--- src/rtl/core/cmlsp_pkg.sv ---
package cmlsp_pkg;

    localparam int SAMPLE_W   = 16;
    localparam int THR_W      = 24;
    localparam int FLOOR_W    = 15;
    localparam int RAW_W      = 24;
    localparam int POS_W      = 32;
    localparam int PHASE_W    = 4;
    localparam int CFG_IDX_W  = 1;
    localparam int CFG_DATA_W = 24;
    localparam int RAW_FIELDS = 4;
    localparam int NTAB       = 6;
    localparam int TAB_IDX_W  = 3;

    localparam logic [RAW_W-1:0] RAW_MAX = 24'd8388608;

    // Per-channel calibration, all Q16. Entries past four are unused channels.
    localparam int K_OFF [NTAB] = '{12954, 22737, 22625, 26790, 0, 0};
    localparam int K_RG  [NTAB] = '{506970, 289375, 319255, 324344, 0, 0};
    localparam int K_MX  [NTAB] = '{329325, 763252, 427616, 104766, 0, 0};
    localparam int K_MY  [NTAB] = '{235897, 53746, -121831, -199236, 0, 0};
    localparam int K_AX  [NTAB] = '{-258782, -651185, -369315, -9339, 0, 0};
    localparam int K_AY  [NTAB] = '{-177019, 10512, 48674, 101679, 0, 0};
    localparam int K_VX  [NTAB] = '{-7995, -29006, -10597, -12694, 0, 0};
    localparam int K_VY  [NTAB] = '{-7196, -13920, 14713, 14798, 0, 0};

    typedef enum logic [CFG_IDX_W-1:0] {
        REG_DETECT_THRESHOLD = 1'b0,
        REG_FLOOR_VALUE      = 1'b1
    } cfg_reg_t;

    // Multiplier operation; it also tells the datapath where the product goes.
    typedef enum logic [3:0] {
        OP_NONE = 4'd0,
        OP_NORM = 4'd1,
        OP_SQ   = 4'd2,
        OP_MX   = 4'd3,
        OP_AX   = 4'd4,
        OP_MY   = 4'd5,
        OP_AY   = 4'd6,
        OP_VXH  = 4'd7,
        OP_VXL  = 4'd8,
        OP_VYH  = 4'd9,
        OP_VYL  = 4'd10
    } mul_op_t;

    typedef struct packed {
        logic    acc_step;
        logic    acc_clear;
        logic    fin_start;
        logic    raw_load;
        mul_op_t mul_op;
        logic    ch_next;
        logic    round_sums;
        logic    load_step;
        logic    load_out;
    } dp_cmd_t;

    typedef struct packed {
        logic frame_end;
        logic last_ch;
    } dp_stat_t;

    // Round to nearest, halves away from zero, dropping 16 fraction bits.
    function automatic logic signed [63:0] rnd16(input logic signed [63:0] v);
        logic [63:0] mag;
        logic [63:0] m;
        mag = v[63] ? 64'(-v) : 64'(v);
        m   = (mag + 64'd32768) >> 16;
        return v[63] ? $signed(-m) : $signed(m);
    endfunction

    function automatic logic signed [31:0] sat32(input logic signed [63:0] v);
        if (v > 64'sd2147483647) begin
            return 32'sh7FFF_FFFF;
        end else if (v < -64'sd2147483648) begin
            return 32'sh8000_0000;
        end
        return v[31:0];
    endfunction

endpackage

--- src/rtl/core/cmlsp_ctrl.sv ---
module cmlsp_ctrl
    import cmlsp_pkg::*;
(
    input  logic     aclk,
    input  logic     aresetn,
    input  logic     s_valid,
    output logic     s_ready,
    output logic     m_valid,
    input  logic     m_ready,
    input  dp_stat_t stat,
    output dp_cmd_t  cmd
);

    typedef enum logic [15:0] {
        ST_IDLE  = 16'b0000_0000_0000_0001,
        ST_RAW   = 16'b0000_0000_0000_0010,
        ST_NMUL  = 16'b0000_0000_0000_0100,
        ST_NWAIT = 16'b0000_0000_0000_1000,
        ST_SQMUL = 16'b0000_0000_0001_0000,
        ST_MX    = 16'b0000_0000_0010_0000,
        ST_AX    = 16'b0000_0000_0100_0000,
        ST_MY    = 16'b0000_0000_1000_0000,
        ST_AY    = 16'b0000_0001_0000_0000,
        ST_VXH   = 16'b0000_0010_0000_0000,
        ST_VXL   = 16'b0000_0100_0000_0000,
        ST_VYH   = 16'b0000_1000_0000_0000,
        ST_VYL   = 16'b0001_0000_0000_0000,
        ST_DRAIN = 16'b0010_0000_0000_0000,
        ST_RND   = 16'b0100_0000_0000_0000,
        ST_DONE  = 16'b1000_0000_0000_0000
    } state_t;

    state_t state_reg, state_next;
    logic   m_valid_reg, m_valid_next;

    assign s_ready = (state_reg == ST_IDLE) && (!m_valid_reg || m_ready);
    assign m_valid = m_valid_reg;

    always_comb begin
        state_next   = state_reg;
        m_valid_next = m_valid_reg && !m_ready;
        cmd          = '0;
        cmd.mul_op   = OP_NONE;
        unique case (state_reg)
            ST_IDLE: begin
                if (s_valid && s_ready) begin
                    cmd.acc_step = 1'b1;
                    if (stat.frame_end) begin
                        cmd.fin_start = 1'b1;
                        state_next    = ST_RAW;
                    end else begin
                        cmd.load_step = 1'b1;
                        m_valid_next  = 1'b1;
                    end
                end
            end
            ST_RAW: begin
                cmd.raw_load = 1'b1;
                state_next   = ST_NMUL;
            end
            ST_NMUL: begin
                cmd.mul_op = OP_NORM;
                state_next = ST_NWAIT;
            end
            ST_NWAIT: state_next = ST_SQMUL;
            ST_SQMUL: begin
                cmd.mul_op = OP_SQ;
                state_next = ST_MX;
            end
            ST_MX: begin
                cmd.mul_op = OP_MX;
                state_next = ST_AX;
            end
            ST_AX: begin
                cmd.mul_op = OP_AX;
                state_next = ST_MY;
            end
            ST_MY: begin
                cmd.mul_op = OP_MY;
                state_next = ST_AY;
            end
            ST_AY: begin
                cmd.mul_op = OP_AY;
                state_next = ST_VXH;
            end
            ST_VXH: begin
                cmd.mul_op = OP_VXH;
                state_next = ST_VXL;
            end
            ST_VXL: begin
                cmd.mul_op = OP_VXL;
                state_next = ST_VYH;
            end
            ST_VYH: begin
                cmd.mul_op = OP_VYH;
                state_next = ST_VYL;
            end
            ST_VYL: begin
                cmd.mul_op = OP_VYL;
                if (stat.last_ch) begin
                    state_next = ST_DRAIN;
                end else begin
                    cmd.ch_next = 1'b1;
                    state_next  = ST_RAW;
                end
            end
            ST_DRAIN: state_next = ST_RND;
            ST_RND: begin
                cmd.round_sums = 1'b1;
                state_next     = ST_DONE;
            end
            ST_DONE: begin
                cmd.load_out  = 1'b1;
                cmd.acc_clear = 1'b1;
                m_valid_next  = 1'b1;
                state_next    = ST_IDLE;
            end
            default: state_next = ST_IDLE;
        endcase
    end

    always_ff @(posedge aclk) begin
        if (!aresetn) begin
            state_reg   <= ST_IDLE;
            m_valid_reg <= 1'b0;
        end else begin
            state_reg   <= state_next;
            m_valid_reg <= m_valid_next;
        end
    end

endmodule

--- config.mk ---
export PLATFORM = sky130hd
export DESIGN_NAME = cmlsp_ctrl
export DESIGN_NICKNAME = d
export VERILOG_FILES = /design/src/rtl/core/cmlsp_pkg.sv /design/src/rtl/core/cmlsp_ctrl.sv
export SDC_FILE = /design/constraint.sdc
export NUM_CORES = 1
export LEC_CHECK = 0
export ABC_AREA = 1
export BUFFER_PORTS_ARGS = -buffer_cell sky130_fd_sc_hd__buf_2
export CAP_MARGIN = 5
export CORE_MARGIN = 1
export CORE_UTILIZATION = 45
export CTS_CLUSTER_DIAMETER = 150
export CTS_CLUSTER_SIZE = 16
export DETAILED_ROUTE_END_ITERATION = 6
export GPL_TIMING_DRIVEN = 1
export MAX_ROUTING_LAYER = met4
export PLACE_DENSITY = 0.74
export SYNTH_ARGS = -nofsm -noshare
export SYNTH_HDL_FRONTEND = slang
export SYNTH_SLANG_ARGS = --single-unit
--- constraint.sdc ---
create_clock -name aclk -period 1.85 [get_ports aclk]
set_input_delay 0.37 -clock aclk [delete_from_list [all_inputs] [get_ports aclk]]
set_output_delay 0.37 -clock aclk [all_outputs]
set_load 0.05 [all_outputs]
==> flow_summary.yaml, run 1 <==
outcome:
  outcome: "finished with violations"
  violations: "setup timing"
worst_setup_path:
  timing.rr.start: "m_valid"
  reg2reg_depth: 7
  r2r_slack_ps: 300
  end_kind: "output port"
  critical_path_class: "reg2out"
  critPathMaxFanout: 5
  crit_arrival_ps: 1710
  critPathRequiredTime_ps: 1480
  r2r_end: "state_reg[15]"
  start_kind: "register"
power_and_ir_drop:
  power.leakage_nw: 0.794
  ir_worst_vdd_v: 0.00211
  p_per_area_mw_per_mm2: 1330
clocking:
  cts_buffers: 3
  cts_tree: "built"
  clockBufferDepth: 2
  clockRootBuffer: "clkbuf_4"
  path_clk_slew_ps: 100
  clk_latency_ps: 310
  cts.sinks: 17
  htree_levels: 1
logic_synthesis:
  netlist_top_cells_count: "45 x nor2_1, 25 x nand2_1, 21 x inv_1, 17 x dfxtp_1, 10 x nand3_1"
  yosysTopAreaCellShare_pct: 31.0
  yosysSeqAreaShare_pct: 31.0
  synth_edf_count: 0
  netlist_instances: 168
  syn_avg_cell_area_um2: 6.54
  yosys_warnings: 0
  synthTopCellsByArea: "dfxtp_1 31%, nor2_1 15%, nand2_1 8.5%"
  synth_most_common_cell: "nor2_1"
  synth_area_mm2: 0.00110
  synthFlopType: "dfxtp_1"
  synth_seq_cells: 17
  yosysTopAreaCell: "dfxtp_1"
  async_flop_share_pct: 0
  yosysUniqueCellTypes: 26
  syn-num-nets: 174
layout:
  syn2layout_area_growth_pct: 52.8
  drive_gt1_share_pct: 48.8
  fin_cells: 241
  nFillCells: 174
  final_core_util_pct: 74.5
  postLayoutCellArea_mm2: 0.00168
  final_nets: 220
  largest_reg_flops: 16
  antennaDiodeCount: 0
grt:
  grt_pass1_wl_um: 4910
  busiest_layer: "met2"
  antenna_found_initial: 0
  grt_max_degree: 10
  grt_use_met1_pct: 28.3
  overflow: 0
  grt.total_usage_pct: 25.7
  grt_pass1_vias: 1183
  grtUsageMet3_pct: 2.98
  grtUsageMet2_pct: 45.2
sta:
  final_hold_viol_count: 0
  fin_skew_ps: 5.42
  fin_ws_ps: -232
  tightest_slew_ps: 436
  relSlewSlack_pct: 70.9
  slew_violations: 0
  worst_hold_slack_ps: 334
  period_needed_ps: 2080
  maxClockFrequency_mhz: 480
  setup-violations-final: 12
  setup-tns-final_ps: -1410
  period_share_pct: 113
  grt_setup_unrepaired: "yes"
drt:
  avgRoutedWirePerCell_um: 13.8
  drt_iter0_drc: 35
  num_vias: 1269
  ant_nets: 0
  first_pass_iters: 4
  wl_um: 3330
  vias_per_cell: 5.27
  post-route-drc-count: 0
die:
  ios: 20
  fp.dieW_um: 51.4
  die_h_um: 51.4
  start_util_pct: 48.7
  fp-row-count: 17
  coreArea_mm2: 0.00225
  die_area_mm2: 0.00264
hold_path:
  min_path_cells: 2
  hp-start: "stat[0]"
  hold_class: "in2reg"
  min_to: "state_reg[13]"
placed_design:
  dp_hpwl_um: 1990
  io_buffers: 19
  gp_congestion: 0.902
  placed_cell_area_mm2: 0.00134
  dp.cells: 223
run:
  max_cap_viol_count: 0
==> worst max path at each step <==
stage | startpoint | endpoint | slack, ps | cells after the start
2_1_floorplan | state_reg[15] | cmd[1] | -300 | 8
3_3_place_gp | state_reg[4] | cmd[6] | 40 | 7
3_5_place_dp | state_reg[6] | cmd[5] | -5 | 7
4_1_cts | state_reg[3] | cmd[5] | -160 | 7
5_1_grt | state_reg[15] | cmd[9] | -260 | 7
6_report | state_reg[15] | cmd[9] | -230 | 7
==> logic make-up (layout without fill, tap and decap cells) <==
family | Yosys count | in the layout | share of synthesized area (%)
buf+inv | 29 | 74 | 10.9
flops | 17 | 17 | 31.0
compound gates | 12 | 12 | 6.61
simple gates | 110 | 110 | 51.5
==> layout by cell type, fill, tap and decap left out, drive strengths merged <==
master    Yosys  final
nor3b         1      1
o21ai         9      9
o211ai        1      1
buf           2     43
nor4          1      1
nor3          1      1
clkbuf        0      4
clkinv        4      4
nand2        32     32
clkinvlp      0      1
nor2         52     52
dfxtp        17     17
nand4         8      8
or2           4      4
nand3        11     11
o22ai         1      1
a21oi         1      1
inv          23     22
==> report_power, final <==
group / switching, mW / internal (mW)
Combinational: 0.947 / 0.605
Sequential: 0.0461 / 0.420
Clock: 0.124 / 0.0844
==> final cells by class <==
class	instances	area [µm²]	area share, %
multi-input combinational	122	777	46.3
timing repair buffer	43	379	22.6
sequential	17	357	21.2
inverter	27	105	6.26
tap	28	35.0	2.09
clock buffer	4	26.3	1.56
==> per-stage QoR <==
stage	power (mW)	setup WS, ps
after floorplan	1.33	-300
after global placement	1.62	37.8
after detailed placement	1.63	-5.29
after CTS	2.09	-155
after global routing	2.32	-257
final	2.23	-232
==> worst max-delay path, stage by stage, from the launching register on <==
cell	delay [ps]
dfxtp_2	350
nor2_4	140
nand2_4	90
nor2_8	170
nand2_4	70
buf_6	140
nor4_4	220
buf_6	210
==> timing repair <==
item	4_1_cts	5_1_grt
buffers inserted	11	3
pin swaps	16	10
setup endpoints to repair	13	13
cloned	0	0
hold buffers	0	0
gates resized for setup	48	19
==> per-layer routing <==
| layer | part of all wire (%) | vias up |
|---|---|---|
| li1 | - | 617 |
| met1 | 37 | 588 |
| met2 | 55 | 55 |
| met3 | 5.3 | 9 |
| met4 | 2.4 | 0 |
| met5 | 0 | - |
Note: power is estimated with default switching activity, not from simulation.
==> inputs of run 2 (changes only) <==
--- a/config.mk
+++ b/config.mk
@@ -15,7 +15,7 @@
 export DETAILED_ROUTE_END_ITERATION = 6
 export GPL_TIMING_DRIVEN = 1
 export MAX_ROUTING_LAYER = met4
-export PLACE_DENSITY = 0.74
+export PLACE_DENSITY = 0.67
 export SYNTH_ARGS = -nofsm -noshare
 export SYNTH_HDL_FRONTEND = slang
 export SYNTH_SLANG_ARGS = --single-unit
==> constraint.sdc (replaced) <==
create_clock -name aclk -period 2.2 [get_ports aclk]
set_input_delay 0.44 -clock aclk [delete_from_list [all_inputs] [get_ports aclk]]
set_output_delay 0.44 -clock aclk [all_outputs]
set_load 0.05 [all_outputs]
==> flow_summary.yaml, run 2 (same netlist as run 1, synthesis figures left out) <==
layout:
  postLayoutCellArea_mm2: 0.00146
  final_nets: 208
  drive_gt1_share_pct: 36.8
  largest_reg_flops: 16
  final_common_cell: "nor2_1"
  syn2layout_area_growth_pct: 32.5
  antennaDiodeCount: 0
  final_core_util_pct: 64.5
  final_cell_mix: "39 x nor2_1, 25 x nand2_1, 20 x inv_1"
sta:
  setup-violations-final: 0
  final_hold_viol_count: 0
  fin_skew_ps: 3.46
  relSlewSlack_pct: 78.5
  slew_violations: 0
  maxClockFrequency_mhz: 469
  period_needed_ps: 2130
  worst_hold_slack_ps: 436
  tightest_slew_ps: 321
  period_share_pct: 97.0
placed_design:
  dp_hpwl_um: 1980
  io_buffers: 19
  placed_cell_area_mm2: 0.00126
  gp_congestion: 0.858
worst_setup_path:
  end_kind: "output port"
  critical-path-max-stage-delay_ps: 340
  critPathRequiredTime_ps: 1760
  critPathMaxFanout: 7
  crit_chain: "nor2_4, nand2_4, nor2_8, buf_4, nand2_1, clkinv_1, nor2_1, nand4_1, buf_6"
  cp_slowest_cell: "dfxtp_1"
  critical_path_class: "reg2out"
  start_kind: "register"
  timing.rr.start: "state_reg[14]"
  crit_arrival_ps: 1690
  crit_start: "state_reg[14]"
die:
  fp-row-count: 17
  fp.dieW_um: 51.4
  coreArea_mm2: 0.00225
  die_area_mm2: 0.00264
  start_util_pct: 48.7
  ios: 20
  die_h_um: 51.4
clocking:
  cts_tree: "built"
  cts_buffers: 3
  path_clk_slew_ps: 100
  cts.sinks: 17
  clockBufferDepth: 2
  clk_latency_ps: 290
  htree_levels: 1
  clockRootBuffer: "clkbuf_4"
  hold_buffers: 0
drt:
  first_pass_iters: 4
  post-route-drc-count: 0
  num_vias: 1195
  drt_iter0_drc: 22
  ant_nets: 0
  vias_per_cell: 5.22
  wl_um: 2820
  avgRoutedWirePerCell_um: 12.3
grt:
  grt.total_usage_pct: 22.0
  grt_pass1_wl_um: 4170
  overflow: 0
  grt_pass1_vias: 976
  antenna_found_initial: 0
  grt_max_degree: 11
run:
  max_cap_viol_count: 0
power_and_ir_drop:
  power.leakage_nw: 0.716
  ir_worst_vdd_v: 0.00115
  p_per_area_mw_per_mm2: 1100
hold_path:
  hp-start: "aresetn"
  hold_class: "in2reg"
outcome:
  outcome: "finished, final reports clean"
[run 2: changes by cell type in the layout (fill, tap and decap cells not counted), sizes merged]
cell  delta
buf     -12
[run 2: worst paths after layout]
check                                      to  slack [ps]  cells past startpoint
worst min-delay path             state_reg[1]         440                      3
worst max-delay path                   cmd[5]          70                      9
worst min register to register        m_valid         610                      4
worst max register to register  state_reg[15]         630                      9
[run 2: final cells by class]
type	instances	area, µm²
clock buffer	4	26.3
fill	216	800
inverter	27	105
multi-input combinational	122	721
sequential	17	350
tap	28	35.0
timing repair buffer	31	218
[run 2: metal layers]
| layer | routed length (µm) | track usage [%] |
|---|---|---|
| met1 | 1210 | 26.9 |
| met2 | 1450 | 36.8 |
| met3 | 123 | 3.57 |
| met4 | 38 | 6.76 |
| met5 | 0 | - |
[run 2: timing repair]
item / in CTS / in global routing
pin swaps: 0 / 12
resized for setup: 10 / 21
setup buffers: 0 / 9
setup endpoints to repair: 9 / 11
[run 2: critical path: cells and delay by family, from the launching register on]
family        cells  cell delay, ps
simple gates      6             650
buf+inv           3             410
flops             1             340
[run 2: metrics by stage]
stage,setup slack [ps],TNS [ps],power (mW),instances
2_1_floorplan,-20.1,-20.1,1.10,168
3_3_place_gp,228,0,1.25,216
3_5_place_dp,177,0,1.26,216
4_1_cts,-44.0,-44.0,1.45,220
5_1_grt,-25.2,-65.3,1.69,229
6_report,66.2,0,1.60,229
[run 2: where the power goes]
group	switching [mW]	internal [mW]
Combinational	0.675	0.348
Sequential	0.0493	0.355
Clock	0.101	0.0705
==> inputs of run 3 (changes only) <==
==> constraint.sdc (replaced) <==
create_clock -name aclk -period 2.7 [get_ports aclk]
set_input_delay 0.54 -clock aclk [delete_from_list [all_inputs] [get_ports aclk]]
set_output_delay 0.54 -clock aclk [all_outputs]
set_load 0.05 [all_outputs]
==> flow_summary.yaml, run 3 (same netlist as run 1, synthesis figures left out) <==
layout:
  antennaDiodeCount: 0
  final_cell_mix: "45 x nor2_1, 25 x nand2_1, 21 x inv_1"
  postLayoutCellArea_mm2: 0.00125
  syn2layout_area_growth_pct: 13.4
  nFillCells: 229
  final_common_cell: "nor2_1"
  fin_cells: 217
  final_nets: 196
  drive_gt1_share_pct: 23.8
  largest_reg_flops: 16
power_and_ir_drop:
  internal-power_mw: 0.517
  seqPwrFrac_pct: 27.4
  power.leakage_nw: 0.647
  power.total_mw: 1.13
  p_per_area_mw_per_mm2: 905
  ir_worst_vdd_v: 0.000803
  clock_power_share_pct: 12.3
  switching_share_pct: 54.2
  p_switching_mw: 0.611
  combPwrFrac_pct: 60.3
worst_setup_path:
  timing.rr.start: "state_reg[10]"
  critical_path_class: "reg2out"
  critPathMaxFanout: 8
  r2r_slack_ps: 1170
  reg2reg_depth: 8
  endpoint: "cmd[5]"
  end_kind: "output port"
  crit_start: "state_reg[6]"
  crit_arrival_ps: 1950
  critPathRequiredTime_ps: 2160
  r2r_end: "state_reg[2]"
  start_kind: "register"
die:
  ios: 20
  fp-row-count: 17
  die_h_um: 51.4
  coreArea_mm2: 0.00225
  fp.dieW_um: 51.4
  start_util_pct: 48.7
  die_area_mm2: 0.00264
sta:
  final_hold_viol_count: 0
  maxClockFrequency_mhz: 402
  relSlewSlack_pct: 70.0
  period_share_pct: 92.2
  slew_violations: 0
  period_needed_ps: 2490
  fin_skew_ps: 7.99
  tightest_slew_ps: 448
  grt_setup_unrepaired: "no"
  setup-violations-final: 0
  worst_hold_slack_ps: 525
  setup-tns-final_ps: 0
grt:
  grt_max_degree: 13
  grt.total_usage_pct: 20.6
  overflow: 0
  grt_pass1_vias: 1001
  antenna_found_initial: 0
  grt_pass1_wl_um: 4030
drt:
  num_vias: 1085
  vias_per_cell: 5.00
  wl_um: 2280
  ant_nets: 0
  post-route-drc-count: 0
  avgRoutedWirePerCell_um: 10.5
  first_pass_iters: 4
  drt_iter0_drc: 19
placed_design:
  io_buffers: 19
  dp.cells: 213
  placed_cell_area_mm2: 0.00122
  gp_congestion: 0.881
  dp_hpwl_um: 1880
clocking:
  clockRootBuffer: "clkbuf_4"
  clockBufferDepth: 2
  cts_tree: "built"
  path_clk_slew_ps: 110
  cts_setup_buffers: 0
  clk_latency_ps: 290
  cts.sinks: 17
  cts_buffers: 3
  htree_levels: 1
hold_path:
  hold_class: "in2reg"
run:
  max_cap_viol_count: 0
outcome:
  outcome: "finished, final reports clean"
run 3: cell types whose count changed in the layout (fill, tap and decap cells not counted), moves of 2 or more:
| cell | change |
|---|---|
| nand2_2 | +2 |
| dfxtp_2 | -8 |
| nor2_1 | +6 |
| nor2_4 | -6 |
| nand3_2 | -2 |
| buf_6 | -4 |
| dfxtp_1 | +8 |
| buf_4 | -15 |
| nand3_1 | +2 |
| buf_2 | +6 |
| nand2_4 | -2 |
run 3: through the flow:
step	utilization, %	worst slack (ps)
3_3_place_gp	53.9	603
3_5_place_dp	53.9	527
5_1_grt	55.3	9.29
6_report	55.3	211
4_1_cts	55.2	192
2_1_floorplan	-	247
run 3: how the worst min path moves through the flow:
stage	startpoint	endpoint	slack (ps)	depth (start not counted)
4_1_cts	stat[0]	state_reg[13]	520	2
3_3_place_gp	m_valid	m_valid	580	4
2_1_floorplan	state_reg[2]	state_reg[3]	560	4
6_report	stat[0]	state_reg[13]	520	2
5_1_grt	stat[0]	state_reg[13]	530	2
3_5_place_dp	m_valid	m_valid	600	4
run 3: final cells by class:
class / count / area, µm² / share of cell area [%]
sequential: 17 / 340 / 27.3
timing repair buffer: 19 / 97.6 / 7.83
tap: 28 / 35.0 / 2.81
clock inverter: 1 / 5.00 / 0.402
inverter: 27 / 101 / 8.13
multi-input combinational: 122 / 644 / 51.7
clock buffer: 3 / 22.5 / 1.81
run 3: timing repair:
action                     CTS  global route
hold buffers                 0             0
setup endpoints to repair    0             1
gates resized for setup      0             1
run 3: power by group through the flow:
stage	Sequential, mW	Combinational (mW)	Clock [mW]
after floorplan	0.323	0.560	0
after global placement	0.312	0.670	0
after detailed placement	0.314	0.680	0
after CTS	0.308	0.683	0.143
after global routing	0.314	0.738	0.154
final	0.309	0.680	0.139
run 3: metal layers:
metal	global-route usage (%)	vias up	share of wire, %
li1	-	573	-
met1	25.4	479	46
met2	34.2	29	49
met3	3.57	4	3.9
met4	6.31	0	1.2
met5	-	-	0
run 3: worst max-delay path, cell delays in order, from the launching register on:
cell,delay (ps)
dfxtp_1,340
nor2_1,200
nand2_2,160
nor2_4,190
nand3_1,150
or2_1,270
nand4_1,90
buf_2,260
